[src/design/esc_pkg.sv]
package esc_pkg;

	// stream widths
	localparam int IN_W  = 32;
	localparam int OUT_W = 40;  // 38 field bits, zero-filled to whole bytes

	// field widths
	localparam int YEAR_W  = 12;
	localparam int MONTH_W = 4;
	localparam int DAY_W   = 5;
	localparam int HOUR_W  = 5;
	localparam int MIN_W   = 6;
	localparam int SEC_W   = 6;
	localparam int FIELD_W = YEAR_W + MONTH_W + DAY_W + HOUR_W + MIN_W + SEC_W;

	// remainder and step-length widths (366 days of seconds fits in 25 bits)
	localparam int REM_W = 32;
	localparam int LEN_W = 25;

	localparam logic [YEAR_W-1:0]  BASE_YEAR  = YEAR_W'(1970);
	localparam logic [YEAR_W-1:0]  NOLEAP_CENTURY = YEAR_W'(2100);
	localparam logic [MONTH_W-1:0] MONTH_LAST = MONTH_W'(11);

	localparam logic [LEN_W-1:0] SECS_PER_MIN  = LEN_W'(60);
	localparam logic [LEN_W-1:0] SECS_PER_HOUR = LEN_W'(60 * 60);
	localparam logic [LEN_W-1:0] SECS_PER_DAY  = LEN_W'(24 * 60 * 60);
	localparam logic [LEN_W-1:0] SECS_YEAR     = LEN_W'(365 * 24 * 60 * 60);
	localparam logic [LEN_W-1:0] SECS_LEAP_YEAR = LEN_W'(366 * 24 * 60 * 60);

	// microcode
	localparam int UPC_W = 3;
	typedef logic [UPC_W-1:0] upc_t;

	typedef enum logic [1:0] {
		OP_WAIT,  // idle, take the next input word
		OP_LOOP,  // subtract length while it fits, else jump
		OP_EMIT   // hand result to output register, then jump
	} op_t;

	typedef enum logic [2:0] {
		SEL_YEAR,
		SEL_MONTH,
		SEL_DAY,
		SEL_HOUR,
		SEL_MIN
	} sel_t;

	typedef struct packed {
		op_t  op;
		sel_t sel;
		upc_t next;
	} uword_t;

	localparam upc_t UA_WAIT  = UPC_W'(0);
	localparam upc_t UA_YEAR  = UPC_W'(1);
	localparam upc_t UA_MONTH = UPC_W'(2);
	localparam upc_t UA_DAY   = UPC_W'(3);
	localparam upc_t UA_HOUR  = UPC_W'(4);
	localparam upc_t UA_MIN   = UPC_W'(5);
	localparam upc_t UA_EMIT  = UPC_W'(6);

	function automatic uword_t ucode(input upc_t a);
		uword_t w;
		begin
			case (a)
				UA_WAIT:  w = '{op: OP_WAIT, sel: SEL_YEAR,  next: UA_YEAR};
				UA_YEAR:  w = '{op: OP_LOOP, sel: SEL_YEAR,  next: UA_MONTH};
				UA_MONTH: w = '{op: OP_LOOP, sel: SEL_MONTH, next: UA_DAY};
				UA_DAY:   w = '{op: OP_LOOP, sel: SEL_DAY,   next: UA_HOUR};
				UA_HOUR:  w = '{op: OP_LOOP, sel: SEL_HOUR,  next: UA_MIN};
				UA_MIN:   w = '{op: OP_LOOP, sel: SEL_MIN,   next: UA_EMIT};
				UA_EMIT:  w = '{op: OP_EMIT, sel: SEL_YEAR,  next: UA_WAIT};
				default:  w = '{op: OP_WAIT, sel: SEL_YEAR,  next: UA_YEAR};
			endcase
			return w;
		end
	endfunction

	// Years reachable from a 32-bit count run 1970..2106; 2100 is the only
	// multiple of 100 in there and it is not a multiple of 400.
	function automatic logic is_leap(input logic [YEAR_W-1:0] y);
		return (y[1:0] == 2'b00) && (y != NOLEAP_CENTURY);
	endfunction

	function automatic logic [LEN_W-1:0] month_secs(input logic [MONTH_W-1:0] m,
			input logic leap);
		logic [LEN_W-1:0] d;
		begin
			case (m)
				4'd1:    d = leap ? LEN_W'(29) : LEN_W'(28);
				4'd3,
				4'd5,
				4'd8,
				4'd10:   d = LEN_W'(30);
				default: d = LEN_W'(31);
			endcase
			return LEN_W'(d * SECS_PER_DAY);
		end
	endfunction

endpackage

[src/design/epoch_seconds_to_calendar.sv]
// Channel   Dir  Word                                   Handshake
// s_axis    in   tdata[31:0] = epoch_seconds           tvalid/tready
// m_axis    out  tdata[39:0] = year,month,day,hour,     tvalid/tready
//                 minute,second (low bit up), [39:38]=0
//
// One word at a time. A short microprogram steps a single 32-bit
// compare/subtract unit through five loops: whole years, months, days,
// hours, minutes, then hands the result on at its emit step and returns
// to its wait step for the next word. s_tready is high only while the
// sequencer sits in its wait step. The result sits in an output register;
// a stalled master side holds the sequencer at its emit step. arst_n
// clears the step counter and out valid.
module epoch_seconds_to_calendar (
	input  logic                       clk,
	input  logic                       arst_n,
	input  logic                       s_tvalid,
	output logic                       s_tready,
	input  logic [esc_pkg::IN_W-1:0]   s_tdata,   // [31:0] epoch_seconds
	output logic                       m_tvalid,
	input  logic                       m_tready,
	output logic [esc_pkg::OUT_W-1:0]  m_tdata    // year, month, day, hour,
	                                               // minute, second; zero pad
);
	import esc_pkg::*;

	upc_t                 upc_q;
	logic [REM_W-1:0]     rem_q;
	logic [YEAR_W-1:0]    year_q;
	logic [MONTH_W-1:0]   mon_q;     // zero-based
	logic [DAY_W-1:0]     day_q;     // zero-based
	logic [HOUR_W-1:0]    hour_q;
	logic [MIN_W-1:0]     min_q;
	logic                 out_valid_q;
	logic [OUT_W-1:0]     out_data_q;

	uword_t               uw;
	logic [LEN_W-1:0]     len;
	logic                 fits;
	logic                 guard;
	logic                 out_free;
	logic [FIELD_W-1:0]   fields;

	assign uw = ucode(upc_q);

	// step length for the loop in progress
	always_comb begin
		case (uw.sel)
			SEL_YEAR:  len = is_leap(year_q) ? SECS_LEAP_YEAR : SECS_YEAR;
			SEL_MONTH: len = month_secs(mon_q, is_leap(year_q));
			SEL_DAY:   len = SECS_PER_DAY;
			SEL_HOUR:  len = SECS_PER_HOUR;
			SEL_MIN:   len = SECS_PER_MIN;
			default:   len = SECS_PER_MIN;
		endcase
	end

	assign fits     = rem_q >= REM_W'(len);
	// December is the last month; never step past it
	assign guard    = (uw.sel == SEL_MONTH) && (mon_q >= MONTH_LAST);
	assign out_free = !out_valid_q || m_tready;
	assign s_tready = (uw.op == OP_WAIT);

	// remainder below a minute is the seconds field
	assign fields = {rem_q[SEC_W-1:0], min_q, hour_q, DAY_W'(day_q + 1'b1),
		MONTH_W'(mon_q + 1'b1), year_q};

	always_ff @(posedge clk or negedge arst_n) begin
		if (!arst_n) begin
			upc_q       <= UA_WAIT;
			out_valid_q <= 1'b0;
		end else begin
			// a new result replaces the one leaving this cycle
			if ((uw.op == OP_EMIT) && out_free)
				out_valid_q <= 1'b1;
			else if (m_tready)
				out_valid_q <= 1'b0;
			case (uw.op)
				OP_WAIT: begin
					if (s_tvalid)
						upc_q <= uw.next;
				end
				OP_LOOP: begin
					if (!fits || guard)
						upc_q <= uw.next;
				end
				OP_EMIT: begin
					if (out_free)
						upc_q <= uw.next;
				end
				default: upc_q <= UA_WAIT;
			endcase
		end
	end

	// datapath: no reset needed
	always_ff @(posedge clk) begin
		case (uw.op)
			OP_WAIT: begin
				if (s_tvalid) begin
					rem_q  <= s_tdata;
					year_q <= BASE_YEAR;
					mon_q  <= '0;
					day_q  <= '0;
					hour_q <= '0;
					min_q  <= '0;
				end
			end
			OP_LOOP: begin
				if (fits && !guard) begin
					rem_q <= rem_q - REM_W'(len);
					case (uw.sel)
						SEL_YEAR:  year_q <= year_q + 1'b1;
						SEL_MONTH: mon_q  <= mon_q + 1'b1;
						SEL_DAY:   day_q  <= day_q + 1'b1;
						SEL_HOUR:  hour_q <= hour_q + 1'b1;
						SEL_MIN:   min_q  <= min_q + 1'b1;
						default:   min_q  <= min_q;
					endcase
				end
			end
			OP_EMIT: begin
				if (out_free)
					out_data_q <= OUT_W'(fields);
			end
			default: rem_q <= rem_q;
		endcase
	end

	assign m_tvalid = out_valid_q;
	assign m_tdata  = out_data_q;

endmodule

[config.mk]
export PLATFORM = sky130hd
export DESIGN_NAME = epoch_seconds_to_calendar
export DESIGN_NICKNAME = d
export VERILOG_FILES = /design/src/design/esc_pkg.sv /design/src/design/epoch_seconds_to_calendar.sv
export SDC_FILE = /design/constraint.sdc
export NUM_CORES = 1
export LEC_CHECK = 0
export BUFFER_PORTS_ARGS = -buffer_cell sky130_fd_sc_hd__buf_2
export CORE_ASPECT_RATIO = 1.4
export CORE_UTILIZATION = 42
export CTS_CLUSTER_SIZE = 16
export DETAILED_ROUTE_END_ITERATION = 8
export PLACE_DENSITY = 0.59
export SYNTH_ARGS = -nofsm -noshare
export SYNTH_HDL_FRONTEND = slang
export SYNTH_SLANG_ARGS = --single-unit
[constraint.sdc]
create_clock -name clk -period 5.8 [get_ports clk]
set_input_delay 0.58 -clock clk [delete_from_list [all_inputs] [get_ports clk]]
set_output_delay 0.58 -clock clk [all_outputs]
set_load 0.05 [all_outputs]
Word-level counts from Yosys, hierarchy flattened

Index checks and enable logic that the tools add are counted.

Flip-flop bits (word level): 106
Bits in latches: 0
RAM bits: 0
ROM bits: 0
Output and inout bits: 42
Memories: 0

Add/subtract/negate cells: 6
Multipliers: 1
Div/mod/pow operators: 0
$lt $le $gt $ge: 2
Equality and inequality tests: 27
Shift operators: 0
Muxes and demuxes: 34
Bitwise gates (word level): 0
Reductions and logical operators: 23

Operators with widths:

| cell                   | count |
|---|---|
| $pmux 25 s4            | 1 |
| $mux 32                | 2 |
| $pmux 32 s2            | 1 |
| $pmux 8 s6             | 1 |
| $mux 12                | 3 |
| $ge 32x25->1           | 1 |
| $sub 32x25->32         | 1 |
| $mul 25x10->18 const B | 1 |
| $mux 25                | 1 |
| $mux 5                 | 5 |
| $pmux 12 s2            | 1 |
| $pmux 5 s2             | 2 |
| $reduce_and 4->1       | 5 |
| $mux 18                | 1 |
| $mux 6                 | 3 |
| $add 12x1->12 const B  | 1 |
| $eq 3x2->1 const B     | 4 |
| $eq 3x3->1 const B     | 4 |
| $mux 4                 | 3 |
| $ne 12x12->1 const B   | 1 |
| $ne 2x2->1 const B     | 6 |
| $pmux 6 s2             | 1 |
| $add 5x1->5 const B    | 2 |
| $mux 3                 | 3 |
| other kinds (24)       | 39 |

Longest topological paths before layout

Gate-level depths: netlist of the first run.

Word-level depth: 12
Gate-level depth with buffers: 22
Mapped depth without buffers: 21

Worst setup path before layout of the first run

OpenSTA, ideal clock, no wires.

Path kind: register to register
Start point: register year_q[2]
End point: register year_q[0] (enable)
Arrival: 4.428 ns
Required time: 5.398 ns
Setup slack: 0.970 ns
Cell stages (with the launch flop): 19
Buffers on the path: 1
Period minus slack after synthesis: 4.830 ns
Cell sequence: edfxtp_1 > nor4bb_1 > nand4b_1 > nand2_1 > o21a_1 > nor2_1 > ha_1 > and2_1 > ha_1 > nand2_1 > xnor2_1 > nand2_1 > ha_1 > clkbuf_1 > nand4_1 > or3_1 > o21ai_1 > mux2i_1 > o32ai_1

Longest elaborated chain between the ends: 11

Ends and longest elaborated chain:

| item                                  | RTL line                         | RTL |
|---|---|---|
| start: declaration                    | epoch_seconds_to_calendar.sv:28  | `logic [YEAR_W-1:0] year_q;` |
| start signal: assignment              | epoch_seconds_to_calendar.sv:112 | `SEL_YEAR: year_q <= year_q + 1'b1;` |
| $ne 12x12->1 (*)                      | esc_pkg.sv:82                    | `return (y[1:0] == 2'b00) && (y != NOLEAP_CENTURY);` |
| $logic_and 1x1->1 (*)                 | esc_pkg.sv:82                    |  |
| $mux 1                                | esc_pkg.sv:90                    | `4'd1: d = leap ? LEN_W'(29) : LEN_W'(28);` |
| $pmux 2 s2                            | esc_pkg.sv:89                    | `case (m)` |
| $mux 25                               | epoch_seconds_to_calendar.sv:47  | `case (uw.sel)` |
| $mul 25x10->18                        | esc_pkg.sv:97                    | `return LEN_W'(d * SECS_PER_DAY);` |
| $pmux 25 s4 (*)                       | epoch_seconds_to_calendar.sv:47  |  |
| $ge 32x25->1 (*)                      | epoch_seconds_to_calendar.sv:57  | `assign fits = rem_q >= REM_W'(len);` |
| $logic_and 1x1->1 (*)                 | epoch_seconds_to_calendar.sv:109 | `if (fits && !guard) begin` |
| $ne 2x2->1 (no source line) (*)       | n/a                              |  |
| $reduce_and 4->1 (no source line) (*) | n/a                              |  |

Every way passes the cells marked *; elsewhere a longest branch is shown, timed or not. The select of a mux whose other input is x is not followed.
A chain may end at the register's enable or synchronous reset.

Worst setup path in the final report of the first run

Start point: register year_q[2]
End point: register min_q[2] (enable)

Longest elaborated chain between the ends: 11

Ends and longest elaborated chain:

| item                                  | RTL line                         | RTL |
|---|---|---|
| $ne 12x12->1 (*)                      | esc_pkg.sv:82                    |  |
| $logic_and 1x1->1 (*)                 | esc_pkg.sv:82                    |  |
| $mux 1                                | esc_pkg.sv:90                    |  |
| $pmux 2 s2                            | esc_pkg.sv:89                    |  |
| $mux 25                               | epoch_seconds_to_calendar.sv:47  |  |
| $mul 25x10->18                        | esc_pkg.sv:97                    |  |
| $pmux 25 s4 (*)                       | epoch_seconds_to_calendar.sv:47  |  |
| $ge 32x25->1 (*)                      | epoch_seconds_to_calendar.sv:57  |  |
| $logic_and 1x1->1 (*)                 | epoch_seconds_to_calendar.sv:109 |  |
| $ne 2x2->1 (no source line) (*)       | n/a                              |  |
| $reduce_and 4->1 (no source line) (*) | n/a                              |  |
| end signal: assignment                | epoch_seconds_to_calendar.sv:116 | `SEL_MIN: min_q <= min_q + 1'b1;` |
| end signal: assignment                | epoch_seconds_to_calendar.sv:117 | `default: min_q <= min_q;` |
| end: declaration                      | epoch_seconds_to_calendar.sv:32  | `logic [MIN_W-1:0] min_q;` |

Marks and branches as above.

==> impl_metrics.toml, run 1 <==
[timing]
final.setup.tns_ns = 0
rsz0062_at_grt = "no"
slew_headroom = 0.3670
period_needed_ns = 5.051
fin_worst_skew_ns = 0.01576
timing.final.max_slew_violations = 0
hold_viol = 0
max_freq_ghz = 0.1980
tightest_slew_ns = 0.9396
post-route-period-util = 0.8709
setup_viol = 0

[routing]
ant_nets = 0
wl_met3_um = 492
drc = 0
via_count = 4494
wl_met1_mm = 5.611
drt-initial-drc-count = 287
wl_per_cell_um = 15.50
routed.top_layer = "met4"
wl_mm = 12.99
viasPerCell = 5.363
first_pass_iters = 4
wl_met2_mm = 6.623

[power]
p_sw_frac = 0.4295
finalPower_mw = 4.473
combPwrFrac = 0.532
p_switching_mw = 1.921
p_clk_frac = 0.137
internal_power_mw = 2.552
p_seq_frac = 0.331
ir_drop_uv = 287.3
p_leak_nw = 2.690
powerDensity_mw_per_mm2 = 639.5

[clocking]
postCtsSetupBuffers = 0
cts_sinks = 106
clk_pin_slew_ns = 0.08
insertion_delay_ns = 0.35
cts_inserted_buffers = 9
cts_buffer_depth = 2
clk_root_buffer_cell = "clkbuf_16"
cts.htree.levels = 3
cts_tree = "built"
post_cts_resize_count = 0
cts_hold_buf = 0

[place]
dp.final_hpwl_mm = 9.503
placed_area_sq_mm = 0.006696
portBuffers = 75
routabilityCongestion = 0.8624

[final_layout]
layout.nets = 724
multi_input_comb_area_sq_mm = 0.002788
drive_gt1_frac = 0.1730
diodes = 0
seq_area_sq_mm = 0.003163
design_area_sq_mm = 0.006994
syn_to_final_growth_pct = 13.94
fillers = 1330

[outcome]
outcome = "complete, no violations"

[floorplanning]
initial_utilization = 0.4353
core_area_sq_mm = 0.01410
ios = 78
die_area_sq_mm = 0.01511
fp.dieW_um = 104.2
dieHeight_um = 145.0
rows = 51

[logic_synthesis]
synth-edff-count = 102
ys_seq_area_frac = 0.5153
yosysWarningCount = 0
synth_top_area_frac = 0.4990
netlist_area_sq_mm = 0.006138
syn_area_per_cell_sq_um = 10.51
syn_inst = 584
synth_top_area_cell = "edfxtp_1"
synth_common_cells = "edfxtp_1, nand2_1, o21ai_0, nor2_1, ha_1"
synth-seq-cells = 106
synth_cell_types = 59
async_flop_share = 0.03774
synthFlopType = "edfxtp_1"
synthTopCellsByArea = "edfxtp_1, ha_1, nand2_1"
post-synth-top-count-cell = "edfxtp_1"

[critical_path]
rrSetupSlack_ns = 0.75
critical_path.max_fanout = 9
startpoint_type = "register"
rr_startpoint = "year_q[2]"
cp_data_arrival_time_ns = 5.03
endpoint_kind = "register"
rr_worst_depth = 17
r2r-end = "min_q[2]"
cp.required_ns = 5.78
crit_type = "register to register"

[grt]
grt_pass1_wl_mm = 21.84
overflow = 0
grt_usage = 0.1802
grt_pass1_vias = 4443
grt_max_degree = 39
antenna_found_initial = 0

[job]
maxCapViolations = 0

[worst_hold_path]
hold_class = "input port to asynchronous set/reset pin"
[worst max-delay path, cell delays in order (launching register included)]
cell,delay [ns]
edfxtp_1,0.48
nor4bb_1,0.19
nand4b_1,0.14
nand2_1,0.13
o21a_1,0.20
nor2_1,0.33
ha_1,0.23
and2_1,0.13
ha_1,0.13
nand2_1,0.06
xnor2_1,0.13
nand2_1,0.08
ha_1,0.42
nand4_1,0.17
or3_1,0.41
o21ai_1,0.49
inv_1,0.18
o21ai_0,0.77
[state kept, by name (all words and copies together), names as in the netlist]
signal and cells:
year_q 12, hour_q 5, upc_q 3, rem_q 32, day_q 5, min_q 6, m_tvalid 1, m_tdata 38
mon_q 4
[cell families after synthesis]
family	after synthesis	synth area share
AND/OR/NAND/NOR	197	0.1492
AO/OA/AOI/OAI	136	0.1462
flip-flops	106	0.5153
buffers and inverters	54	0.03445
XOR/XNOR	49	0.06991
adder cells (fa/ha/maj)	40	0.08276
other	1	0.0006109
multiplexers	1	0.001631
[through the flow]
step / cells / hold slack (ns) / worst slack, ns / util
floorplan: 586 / 0.2844 / 0.9703 / -
global placement: 822 / 0.3959 / 0.8482 / 0.4748
detailed placement: 822 / 0.4021 / 0.7842 / 0.4748
CTS: 838 / 0.02677 / 0.7583 / 0.4960
global route: 838 / 0.03385 / 0.2223 / 0.4960
finish: 838 / 0.03161 / 0.7489 / 0.4960
[layout make-up]
class	count	share of cell area
Sequential cell	106	0.4522
Multi-Input combinational cell	426	0.3986
Timing Repair Buffer	82	0.06118
Tap cell	185	0.03309
Clock buffer	9	0.03220
Inverter	23	0.01234
Clock inverter	7	0.01038
[worst max path at each step]
stage,to,from,slack (ns),cells after the start
finish,min_q[2],year_q[2],0.75,17
global route,min_q[2],year_q[2],0.22,17
CTS,min_q[2],year_q[2],0.76,17
detailed placement,min_q[4],year_q[7],0.78,16
global placement,min_q[5],year_q[3],0.85,16
floorplan,year_q[0],year_q[2],0.97,18
[layout by cell type (no fill, tap or decap), types with 7 or more instances in the layout]
master	synthesis	final
nand4_1	7	7
ha_1	39	39
xnor2_1	26	26
nand3_1	20	20
a21oi_1	27	27
o21ai_0	52	51
buf_2	1	75
and2_1	10	10
buf_4	2	7
clkbuf_16	0	9
inv_1	23	23
edfxtp_1	102	102
xor2_1	23	23
nand2_1	82	82
nor2_1	40	40
[power by group through the flow]
stage	Clock, mW	Combinational [mW]	Sequential, mW
floorplan	0	1.88	1.43
global route	0.652	2.69	1.51
CTS	0.620	2.39	1.48
global placement	0	2.34	1.49
finish	0.611	2.38	1.48
detailed placement	0	2.37	1.50
[layer usage]
metal / vias to the layer above / global-route usage
li1: 2234 / -
met1: 2141 / 0.2187
met2: 100 / 0.3213
met3: 19 / 0.02336
met4: 0 / 0.07071
met5: - / 0
Note: power is estimated with default switching activity, not from simulation.
==> run 2: changes to the inputs <==
Settings changed: GPL_TIMING_DRIVEN set to 0.
==> impl_metrics.toml, run 2 (same netlist as run 1, synthesis figures left out) <==
[timing]
max_freq_ghz = 0.1880
post-route-period-util = 0.9170
hold_viol = 0
slew_headroom = 0.4806
final.setup.tns_ns = 0
timing.final.max_slew_violations = 0
whs_ns = 0.02997
fin_worst_skew_ns = 0.009185
setup_viol = 0
rsz0062_at_grt = "no"
period_needed_ns = 5.319
tightest_slew_ns = 0.7764

[grt]
overflow = 0
met2_usage = 0.3343
grt_pass1_wl_mm = 22.85
grt_usage = 0.1914
met1_usage = 0.2277
met3_usage = 0.01977
gr-max-usage-layer = "met2"
antenna_found_initial = 0
grt_pass1_vias = 4724
grt_max_degree = 31

[clocking]
cts_inserted_buffers = 9
clk_root_buffer_cell = "clkbuf_16"
cts_buffer_depth = 2
cts_sinks = 106
cts_tree = "built"
postCtsSetupBuffers = 0
cts_hold_buf = 0
insertion_delay_ns = 0.35
cts.htree.levels = 3
clk_pin_slew_ns = 0.08

[routing]
drc = 0
viasPerCell = 5.393
ant_nets = 0
drt-initial-drc-count = 215
first_pass_iters = 5
via_count = 4670
wl_mm = 13.86
wl_per_cell_um = 16.00

[critical_path]
cp_data_arrival_time_ns = 5.30
worstSetupPathDepth = 18
r2r-end = "day_q[4]"
cp.required_ns = 5.79
crit_buf_inv = 2
path_cells = "nor4bb_1 > nand4b_1 > nand2_1 > o21a_1 > nor2_1 > ha_1 > and2_1 > ha_1 > nand2_1 > xnor2_1 > nand2_1 > ha_1 > clkbuf_1 > nand4_1 > or3_1 > o21ai_1 > inv_1 > o21ai_0"
rr_startpoint = "year_q[4]"
cpPeakStageDelay_ns = 0.64
cp_top_family = "simple AND/OR/NAND/NOR gates"
rrSetupSlack_ns = 0.48
endpoint_kind = "register"
critical_path.max_fanout = 9
cp_slowest_cell = "o21ai_0"
crit_type = "register to register"
rr_worst_depth = 18
startpoint_type = "register"

[floorplanning]
ios = 78
die_area_sq_mm = 0.01511
fp.dieW_um = 104.2
core_area_sq_mm = 0.01410
initial_utilization = 0.4353
rows = 51
dieHeight_um = 145.0

[power]
p_seq_frac = 0.322
finalPower_mw = 4.512
ir_drop_uv = 369.2
p_sw_frac = 0.4363
p_switching_mw = 1.969
internal_power_mw = 2.543
p_leak_nw = 2.720
powerDensity_mw_per_mm2 = 635.6
combPwrFrac = 0.545
p_clk_frac = 0.133

[worst_hold_path]
hold_class = "input port to asynchronous set/reset pin"

[final_layout]
final_cell_mix = "edfxtp_1, nand2_1, buf_2, o21ai_0, nor2_1"
diodes = 0
post-route-util = 0.5034
syn_to_final_growth_pct = 15.65
layout_commonest_cell = "edfxtp_1"
layout.nets = 752
fillers = 1282
largest_register_ffs = 38
drive_gt1_frac = 0.1674

[place]
routabilityCongestion = 0.8789
portBuffers = 75
dp.final_hpwl_mm = 10.56

[job]
maxCapViolations = 0

[outcome]
outcome = "complete, no violations"
-- run 2: cell types whose count changed in the layout (fill, tap and decap cells not counted), moves of 2 or more --
cell / previous run / this run
buf_6: 0 / 3
clkbuf_1: 0 / 26
buf_1: 0 / 2
buf_4: 7 / 3
-- run 2: routing by layer --
layer  wire length (um)  share of wire
met4                506          0.037
met2               7014           0.51
met5                  0              0
met1               5862           0.42
met3                475          0.034
-- run 2: cell type report --
| cell class | count | area [sq um] | share of cell area |
|---|---|---|---|
| Timing Repair Buffer | 79 | 416.7 | 0.05869 |
| Buffer | 31 | 125.1 | 0.01762 |
| Clock buffer | 9 | 225.2 | 0.03172 |
| Inverter | 23 | 86.33 | 0.01216 |
| Tap cell | 185 | 231.5 | 0.03260 |
| Multi-Input combinational cell | 426 | 2786 | 0.3925 |
| Clock inverter | 7 | 65.06 | 0.009165 |
| Sequential cell | 106 | 3163 | 0.4455 |
-- run 2: worst register-to-register path, delay by kind of cell, from the launching register on --
family	cells	cell delay [ns]
adders and majority gates	3	0.65
DFF	1	0.48
and+or+nand+nor	9	1.80
xor gates and xnor gates	1	0.16
AOI/OAI and AO/OA	3	1.40
buffers and inverters	2	0.46
-- run 2: how the worst max path moves through the flow --
stage          startpoint   endpoint  slack [ns]
6_report        year_q[4]   day_q[4]        0.48
5_1_grt         year_q[2]   day_q[3]        0.04
4_1_cts         year_q[4]  rem_q[13]        0.11
3_3_place_gp    year_q[2]  year_q[6]       -0.20
3_5_place_dp    year_q[4]  rem_q[10]        0.13
2_1_floorplan   year_q[2]  year_q[0]        0.97
-- run 2: repair_timing --
action                     CTS  global route
setup endpoints to repair    0             6
hold endpoints to repair     0             0
gates resized for setup      0             1
-- run 2: power by group through the flow --
stage | combinational [mW] | sequential (mW) | clock (mW)
6_report | 2.46 | 1.45 | 0.599
5_1_grt | 2.78 | 1.48 | 0.638
4_1_cts | 2.47 | 1.46 | 0.614
3_5_place_dp | 2.44 | 1.47 | 0
3_3_place_gp | 2.37 | 1.47 | 0
2_1_floorplan | 1.88 | 1.43 | 0
-- run 2: metrics by stage --
step	setup slack, ns	cells	instance area, sq um
floorplan	0.9703	586	6146
global placement	-0.1994	846	6753
detailed placement	0.1323	850	6807
CTS	0.1136	866	7097
global route	0.04080	866	7099
finish	0.4814	866	7099
==> run 3: changes to the inputs <==
Clock period 5.8 ns to 6.1 ns, I/O delays scaled along.
==> impl_metrics.toml, run 3 (same netlist as run 1, synthesis figures left out) <==
[timing]
max_freq_ghz = 0.1841
fin_ws_ns = 0.6689
tightest_slew_ns = 0.9082
slew_headroom = 0.3881
final.setup.tns_ns = 0
fin_worst_skew_ns = 0.009732
rsz0062_at_grt = "no"
post-route-period-util = 0.8903
timing.final.max_slew_violations = 0
period_needed_ns = 5.431
setup_viol = 0
hold_viol = 0

[job]
maxCapViolations = 0

[routing]
wl_per_cell_um = 15.92
drt-initial-drc-count = 237
ant_nets = 0
via_count = 4668
viasPerCell = 5.390
wl_mm = 13.78
drc = 0
first_pass_iters = 5

[floorplanning]
initial_utilization = 0.4353
dieHeight_um = 145.0
rows = 51
core_area_sq_mm = 0.01410
fp.dieW_um = 104.2
die_area_sq_mm = 0.01511
ios = 78

[place]
dp.final_hpwl_mm = 10.56
routabilityCongestion = 0.8789
placed_area_sq_mm = 0.006807
preCtsSetupSlack_ns = 0.4323
portBuffers = 75

[grt]
grt_max_degree = 31
grt_pass1_wl_mm = 22.85
grt_pass1_vias = 4724
antenna_found_initial = 0
overflow = 0
grt_usage = 0.1914

[critical_path]
cp.required_ns = 6.07
cpPeakStageDelay_ns = 0.76
startpoint_type = "register"
path_cells = "nor4bb_1 > nand4b_1 > nand2_1 > o21a_1 > nor2_1 > ha_1 > and2_1 > ha_1 > nand2_1 > xnor2_1 > nand2_1 > ha_1 > clkbuf_1 > nand4_1 > or3_1 > o21ai_1 > inv_1 > o21ai_0"
cp_top_family = "simple AND/OR/NAND/NOR gates"
crit_type = "register to register"
cp_data_arrival_time_ns = 5.41
endpoint_kind = "register"
cp_slowest_cell = "o21ai_0"
rr_worst_depth = 18
critical_path.max_fanout = 9
worstSetupPathDepth = 18
crit_buf_inv = 2

[final_layout]
layout.nets = 752
seq_area_sq_mm = 0.003163
layout_commonest_cell = "edfxtp_1"
drive_gt1_frac = 0.1674
diodes = 0
syn_to_final_growth_pct = 15.65
multi_input_comb_area_sq_mm = 0.002786
fillers = 1282
design_area_sq_mm = 0.007099
largest_register_ffs = 38
final_cell_mix = "edfxtp_1, nand2_1, buf_2, o21ai_0, nor2_1"

[outcome]
outcome = "complete, no violations"

[clocking]
cts_tree = "built"
clk_pin_slew_ns = 0.08
insertion_delay_ns = 0.35
clk_root_buffer_cell = "clkbuf_16"
cts_hold_buf = 0
post_cts_resize_count = 0
cts_inserted_buffers = 9
postCtsSetupBuffers = 0
cts_sinks = 106
cts_buffer_depth = 2
cts.htree.levels = 3

[power]
ir_drop_uv = 351.6
powerDensity_mw_per_mm2 = 603.8
p_leak_nw = 2.720

[worst_hold_path]
hold_class = "input port to asynchronous set/reset pin"
==> run 3: cell types whose count changed in the layout (fill, tap and decap cells not counted) <==
| cell | before | now |
|---|---|---|
| o21ai_1 | 2 | 1 |
| o21ai_0 | 51 | 52 |
==> run 3: stage by stage <==
step	power, mW	instances	hold WS [ns]	utilization
finish	4.287	866	0.06043	0.5034
global route	4.659	866	0.05358	0.5034
CTS	4.316	866	0.05089	0.5032
detailed placement	3.725	850	0.4262	0.4827
global placement	3.656	846	0.4287	0.4788
floorplan	3.149	586	0.3144	-
==> run 3: final cells by class <==
cell class | instances | area share
clock inverter | 7 | 0.009165
clock buffer | 9 | 0.03172
timing repair buffer | 79 | 0.05869
inverter | 23 | 0.01216
buffer | 31 | 0.01762
sequential | 106 | 0.4455
multi-input combinational | 426 | 0.3925
tap | 185 | 0.03260
==> run 3: worst paths after layout <==
kind,from,end,slack (ns)
setup reg to reg,year_q[2],min_q[2],0.67
max in group asynchronous,arst_n,upc_q[0],5.92
hold / removal,arst_n,m_tvalid,0.06
hold reg to reg,rem_q[1],m_tdata[33],0.44
min in group clk,rem_q[1],m_tdata[33],0.44
setup / recovery,year_q[2],min_q[2],0.67
==> run 3: where the power goes <==
| group | switching, mW | internal (mW) |
|---|---|---|
| logic | 1.44 | 0.889 |
| registers | 0.140 | 1.24 |
| clock network | 0.285 | 0.285 |
==> run 3: metal layers <==
layer / part of all wire / global-route usage / vias up
li1: - / - / 2297
met1: 0.42 / 0.2277 / 2200
met2: 0.51 / 0.3343 / 136
met3: 0.034 / 0.01977 / 35
met4: 0.039 / 0.1093 / 0
met5: 0 / 0 / -
